$ cat config.mk
export PLATFORM = sky130hd
export DESIGN_NAME = oahs_ram
export DESIGN_NICKNAME = d
export VERILOG_FILES = /design/src/rtl/open_addressing_hash_set_macros.svh /design/src/rtl/oahs_ram.sv
export SDC_FILE = /design/constraint.sdc
export NUM_CORES = 1
export LEC_CHECK = 0
export BUFFER_PORTS_ARGS = -buffer_cell sky130_fd_sc_hd__buf_4
export CAP_MARGIN = 20
export CORE_AREA = 2 2 110 112
export DETAILED_ROUTE_END_ITERATION = 12
export DIE_AREA = 0 0 112 114
export GPL_ROUTABILITY_DRIVEN = 0
export GPL_TIMING_DRIVEN = 0
export SLEW_MARGIN = 10
export SYNTH_ARGS = -nofsm -noshare
export SYNTH_HDL_FRONTEND = slang
export SYNTH_SLANG_ARGS = --single-unit
$ cat constraint.sdc
create_clock -name clk -period 2.9 [get_ports clk]
set_input_delay 0.58 -clock clk [delete_from_list [all_inputs] [get_ports clk]]
set_output_delay 0.58 -clock clk [all_outputs]
set_load 0.005 [all_outputs]
$ cat src/rtl/open_addressing_hash_set_macros.svh
// assertion macros for the open-addressing hash set
// no dependencies; included by the files that carry assertions
`ifndef OPEN_ADDRESSING_HASH_SET_MACROS_SVH
`define OPEN_ADDRESSING_HASH_SET_MACROS_SVH
`ifndef SYNTH
`define OAHS_ASSERT_IMPL(lbl, ck, rn, ante, cons) \
	lbl: assert property (@(posedge ck) disable iff (!rn) (ante) |-> (cons)) \
		else $error("hash set check failed");
`define OAHS_ASSERT_NEXT(lbl, ck, rn, ante, cons) \
	lbl: assert property (@(posedge ck) disable iff (!rn) (ante) |=> (cons)) \
		else $error("hash set check failed");
`else
`define OAHS_ASSERT_IMPL(lbl, ck, rn, ante, cons)
`define OAHS_ASSERT_NEXT(lbl, ck, rn, ante, cons)
`endif
`endif

$ cat src/rtl/oahs_ram.sv
// generic simple dual-port ram, one write and one registered read port
// no dependencies
module oahs_ram #(
	parameter int WIDTH = 8,
	parameter int DEPTH = 16,
	localparam int AW = $clog2(DEPTH)
) (
	input logic clk,
	input logic we,
	input logic [AW-1:0] waddr,
	input logic [WIDTH-1:0] wdata,
	input logic [AW-1:0] raddr,
	output logic [WIDTH-1:0] rdata
);
	logic [WIDTH-1:0] mem [0:DEPTH-1];

	always_ff @(posedge clk) begin
		if (we) begin
			mem[waddr] <= wdata;
		end
		rdata <= mem[raddr];
	end
endmodule

Word level (Yosys, flattened, before mapping)
Memories as Yosys holds them, arrays and structs flattened. A register that Yosys moved wholly into a read port is not among the register bits.
Index checks and enable logic that the tools add are counted.
{"block": "totals", "ff_bits": 0, "ramBits": 128, "in_bits": 18, "output_inout_bits": 8, "wordCells": 3, "n_memories": 1}
{"block": "op_classes", "mux": 2}
{"name": "mem", "words": 16, "word_bits": 8, "read_ports": 1, "rd_clocked_by_memory_dff": 1, "wr": 1, "line": "oahs_ram.sv:15", "rtl": "logic [WIDTH-1:0] mem [0:DEPTH-1];"}
{"op": "two-way mux 1 bit", "count": 2}

Longest topological paths before layout
Gate-level depths: netlist of run 1.
{"block": "depth", "depth_word": 2, "mapped_depth": 5, "ltp_nobuf": 3}

Worst setup path after synthesis of run 1
Ideal clock, no wire load.
{"block": "synth_path", "kind": "input port to flip-flop", "from": "input port waddr[2]", "to": "memory mem[0][0], enable pin", "setup_time_ps": 383, "t_arrival_ps": 1690, "required_ps": 2517, "setup_slack_ps": 827, "cell_stages": 2, "path_buffers": 0, "cell_sequence": "or3b_2 -> nor3_1"}
{"item": "from (decl)", "line": "oahs_ram.sv:10", "rtl": "input logic [AW-1:0] waddr,"}
{"item": "to (decl)", "line": "oahs_ram.sv:15"}
No word-level cell before the write port.

Final worst setup path of run 1
{"block": "layout_path", "from": "input port waddr[2]", "to": "memory mem[2][1], enable pin"}
No word-level cell before the write port.

==> impl_metrics.tcl, run 1 <==
set metrics [dict create \
    ctsHoldBuffers 0 \
    yosysWarnings 0 \
    cpPeakStageDelay_ns 0.68 \
    path_clk_slew_ns 0.06 \
    relSlewSlack 0.421 \
    synth.largest_area_cell "edfxtp_1" \
    hp-class "in2reg" \
    drcViolationCount 0 \
    fp.dieH_um 114 \
    grt_pass1_vias 2407 \
    reg2regPathDepth 3 \
    rsz0062_at_grt "false" \
    synth_nets 247 \
    power.switching_w 0.000907 \
    fin_crit_ns 1.87 \
    vias 2383 \
    grt_max_degree 17 \
    maxCapViolations 0 \
    p_sw_frac 0.199 \
    clk_path_buf_depth 2 \
    critPathLaunchType "input pin" \
    holdPathStages 1 \
    power_frac_comb 0.049 \
    outcome "finished, final reports clean" \
    die_w_um 112 \
    end_kind "flip-flop" \
    slowest_stage "nor2_1" \
    cts_tree "built" \
    intPower_w 0.00364 \
    die_area_um2 12800 \
    cts_resized 0 \
    power_frac_clock 0.465 \
    ir_drop_mv 0.491 \
    crit_arrival_ns 1.90 \
    core_um2 11700 \
    finalCritPeriodShare 0.646 \
    numCtsBuffers 17 \
    root_buffer "clkbuf_16" \
    drt-pass1-iter-count 5 \
    syn_inst 229 \
    finalHoldViolCount 0 \
    drive_above_1_share 0.309 \
    wl_per_cell_um 23.0 \
    fin_setup_tns_ns 0 \
    finClkSkew_ns 0.00737 \
    p_seq_frac 0.485 \
    ios 26 \
    postCtsSetupBuffers 0 \
    final_common_cell "edfxtp_1" \
    cts_sinks 136 \
    detail_route.iter0.violations 224 \
    grt_pass1_wl_um 15000 \
    synth.area.top_cells "edfxtp_1 (75%), mux4_2 (7.9%), mux4_1 (7.1%)" \
    worst_pin_slew_ns 0.866 \
    finalSetupViolCount 0 \
    insertion_delay_ns 0.40 \
    io_buffers 24 \
    final_cell_mix "edfxtp_1 (128), buf_4 (25), clkbuf_16 (22)" \
    critical_path_class "in2reg" \
    whs_ns 0.512 \
    yosysSeqAreaShare 0.778 \
    area_growth_syn_to_layout_pct 19.3 \
    initial_core_util 0.440 \
    worstPathRequired_ns 2.93 \
    globalRouteOverflowTotal 0 \
    worstPathMaxFanout 8 \
    nets 290 \
    track_usage 0.168 \
    num_antenna_cells 0 \
    path_cells "buf_4 -> or3b_2 -> nor2_1" \
    ant_nets 0 \
    dp_hpwl_um 6290 \
    yosysTopAreaCellShare 0.747 \
    netlist_area_um2 5150 \
    viasPerCell 5.52 \
    ys_ff_latch 136 \
    fmax_mhz 534 \
    h-tree-depth 4 \
    powerDensity_nw_per_um2 741 \
    final_max_slew_viol_count 0 \
    syn_area_per_cell_um2 22.5 \
    leakage_nw 2.06 \
    antenna_found_initial 0 \
    num_rows 40 \
    wl_um 9960 \
    synth_cell_types 19 \
]
[final timing paths]
| check | startpoint | to | slack (ns) |
|---|---|---|---|
| setup reg to reg | mem[1][2] | rdata[2] | 1.41 |
| setup / recovery | waddr[2] | mem[2][1] | 1.03 |
| hold reg to reg | mem[14][0] | rdata[0] | 0.67 |
| hold / removal | wdata[6] | mem[3][6] | 0.51 |
[state kept, by name, indices dropped and copies added, names as in the netlist]
name	cells
rdata	8
mem	128
[critical path, delay by kind of cell]
| kind | cells | cell delay (ns) |
|---|---|---|
| buffers and inverters | 1 | 0.13 |
| and+or+nand+nor | 2 | 1.19 |
[cell type report]
cell class,instances,area [µm²]
buffer,10,86.3
clock buffer,23,554
clock inverter,9,56.3
fill,943,5570
multi-input combinational,83,1080
sequential,136,4000
tap,147,184
timing repair buffer,24,180
[kinds of logic after synthesis]
logic type | after synthesis | share of synthesized area
DFF | 136 | 0.778
buffers and inverters | 10 | 0.0168
muxes | 32 | 0.150
and+or+nand+nor | 35 | 0.0318
AOI/OAI and AO/OA | 16 | 0.0233
[metrics by stage]
step / setup WS, ns / cells / total power, W / util / cell area (µm²)
after CTS: 1.05 / 432 / 0.00458 / 0.524 / 6140
final: 1.03 / 432 / 0.00455 / 0.524 / 6140
after global placement: 0.234 / 400 / 0.00247 / 0.471 / 5510
after floorplan: 0.827 / 229 / 0.00236 / - / 5150
after global routing: 0.985 / 432 / 0.00470 / 0.524 / 6140
after detailed placement: 0.620 / 400 / 0.00248 / 0.472 / 5530
[synthesized netlist by cell type]
cell and number:
a22oi_1 16, and2_1 1, and2b_1 1, buf_2 3, buf_4 1, buf_6 3, clkdlybuf4s25_2 3, dfxtp_1 8
edfxtp_1 128, mux4_1 14, mux4_2 18, nand2_1 9, nand2b_1 2, nand3_1 1, nand3b_1 2, nor2_1 13
nor2b_1 1, nor3_1 4, or3b_2 1
[metal layers]
metal / share of wire / GRT usage / up-vias
li1: - / - / 1057
met1: 0.43 / 0.235 / 1231
met2: 0.49 / 0.257 / 86
met3: 0.066 / 0.0489 / 9
met4: 0.010 / 0.0569 / 0
met5: 0 / 0 / -
[power groups by stage]
stage	clock (W)	sequential (W)	combinational, W
6_report	0.00212	0.00221	0.000224
5_1_grt	0.00225	0.00221	0.000241
4_1_cts	0.00214	0.00221	0.000228
3_3_place_gp	0	0.00225	0.000223
2_1_floorplan	0	0.00225	0.000112
3_5_place_dp	0	0.00225	0.000227
Note: power is estimated with default switching activity, not from simulation.
==> inputs of run 2 (changes only) <==
==> constraint.sdc (replaced) <==
create_clock -name clk -period 1.7 [get_ports clk]
set_input_delay 0.34 -clock clk [delete_from_list [all_inputs] [get_ports clk]]
set_output_delay 0.34 -clock clk [all_outputs]
set_load 0.005 [all_outputs]
==> run 2 against run 1 <==
Against the previous run: sequential share of layout area rose by 0.45 points; routed wire length rose by 0.35%; clock skew barely moved; critical path depth did not move; total power rose by 69%; cell count fell by 0.46%; via count rose by 1.5%; count of clock-buffer cells in the layout fell by 2; hold slack got worse by 0.25 ns; die area did not move; sequential power rose by 71%; global-route usage barely moved.
==> impl_metrics.tcl, run 2 (synthesized netlist as in run 1, its figures left out) <==
set metrics [dict create \
    ir_drop_mv 0.591 \
    largest_reg_flops 128 \
    cts_tree "built" \
    fin_area_um2 6100 \
    fmax_mhz 625 \
    drt-pass1-iter-count 4 \
    cp_top_family "simple AND/OR/NAND/NOR gates" \
    reg2regPathDepth 3 \
    finalCritPeriodShare 0.941 \
    area_growth_syn_to_layout_pct 18.5 \
    placed_area_um2 5530 \
    worstSetupStartpoint "waddr[2]" \
    finalHoldViolCount 0 \
    num_antenna_cells 0 \
    vias 2419 \
    final_max_slew_viol_count 0 \
    regMostFlops "mem" \
    worst_pin_slew_ns 0.834 \
    numCtsBuffers 17 \
    finClkSkew_ns 0.00758 \
    top_usage_layer "met2" \
    r2r_start "mem[1][2]" \
    critical_path_class "in2reg" \
    root_buffer "clkbuf_16" \
    met1_usage 0.239 \
    detail_route.iter0.violations 162 \
    clk_path_buf_depth 2 \
    final_common_cell "edfxtp_1" \
    ant_nets 0 \
    grt_max_degree 17 \
    placedCellCount 400 \
    num-fill-cells 952 \
    worstPathRequired_ns 1.73 \
    grt_util_met2 0.254 \
    grt_pass1_wl_um 14900 \
    ctsHoldBuffers 0 \
    finalNonFillerCells 430 \
    cpPeakStageDelay_ns 0.65 \
    io_buffers 24 \
    maxCapViolations 0 \
    finalSetupViolCount 0 \
    antenna_found_initial 0 \
    critPathLaunchType "input pin" \
    die_area_um2 12800 \
    dp_hpwl_um 6180 \
    grt_pass1_vias 2422 \
    viasPerCell 5.63 \
    cts_sinks 136 \
    leakage_nw 2.03 \
    path_clk_slew_ns 0.06 \
    insertion_delay_ns 0.41 \
    wl_per_cell_um 23.2 \
    postCtsSetupBuffers 0 \
    core_um2 11700 \
    top_regs "mem x128, rdata x8" \
    end_kind "flip-flop" \
    drcViolationCount 0 \
    path_cells "buf_4 -> or3b_2 -> nor2_1" \
    globalRouteOverflowTotal 0 \
    ios 26 \
    track_usage 0.168 \
    relSlewSlack 0.442 \
    hp-start "wdata[2]" \
    initial_core_util 0.440 \
    powerDensity_nw_per_um2 1260 \
    outcome "finished, final reports clean" \
    slowest_stage "nor2_1" \
    fin_crit_ns 1.60 \
    nets 290 \
    fp.dieH_um 114 \
    grtUsageMet3 0.0473 \
    die_w_um 112 \
    rsz0062_at_grt "false" \
    worstPathMaxFanout 8 \
    final_cell_mix "edfxtp_1 (128), buf_4 (25), mux4_2 (18)" \
    crit_arrival_ns 1.63 \
    holdPathStages 1 \
    wl_um 9990 \
    drive_above_1_share 0.290 \
    num_rows 40 \
    hp-class "in2reg" \
    crit_buf_inv 1 \
    cp_num_cells 3 \
    h-tree-depth 4 \
    cts_resized 0 \
]
==> run 2: cell count changes in the layout (fill, tap and decap cells not counted), sizes merged <==
cell,before,now
bufinv,0,3
clkbuf,23,21
clkinv,6,4
clkinvlp,3,2
==> run 2: through the flow <==
stage	utilization	total power (W)	worst slack (ns)	setup TNS, ns	hold slack (ns)
floorplan	-	0.00403	0.0939	0	0.439
global placement	0.471	0.00421	-0.451	-22.68	0.663
detailed placement	0.472	0.00422	-0.348	-13.91	0.667
CTS	0.521	0.00774	0.0754	0	0.263
global route	0.521	0.00794	0.0392	0	0.262
finish	0.521	0.00771	0.100	0	0.262
==> run 2: final timing paths <==
| kind | end | slack (ns) |
|---|---|---|
| hold / removal | mem[0][2] | 0.26 |
| setup reg to reg | rdata[2] | 0.15 |
| setup / recovery | mem[1][5] | 0.1 |
| hold reg to reg | rdata[0] | 0.67 |
==> run 2: final cells by class <==
type | instances | area, µm² | area share
Buffer | 10 | 86.3 | 0.0142
Clock inverter | 9 | 128 | 0.0209
Timing Repair Buffer | 24 | 180 | 0.0295
Multi-Input combinational cell | 83 | 1080 | 0.177
Sequential cell | 136 | 4000 | 0.656
Clock buffer | 21 | 440 | 0.0722
Tap cell | 147 | 184 | 0.0302
==> run 2: where the power goes <==
group          internal [W]  switching (W)
clock               0.00228        0.00128
combinational      0.000172       0.000214
sequential          0.00375      0.0000181
==> run 2: routing by layer <==
layer,vias up,part of all wire
met5,-,0
met4,0,0.0074
met3,6,0.051
met2,82,0.47
met1,1274,0.47
li1,1057,-
==> run 2: worst reg2reg max path, stage by stage (launching register included) <==
cell and delay (ns):
edfxtp_1 0.35, mux4_1 0.56, a22oi_1 0.38, nand2_1 0.13
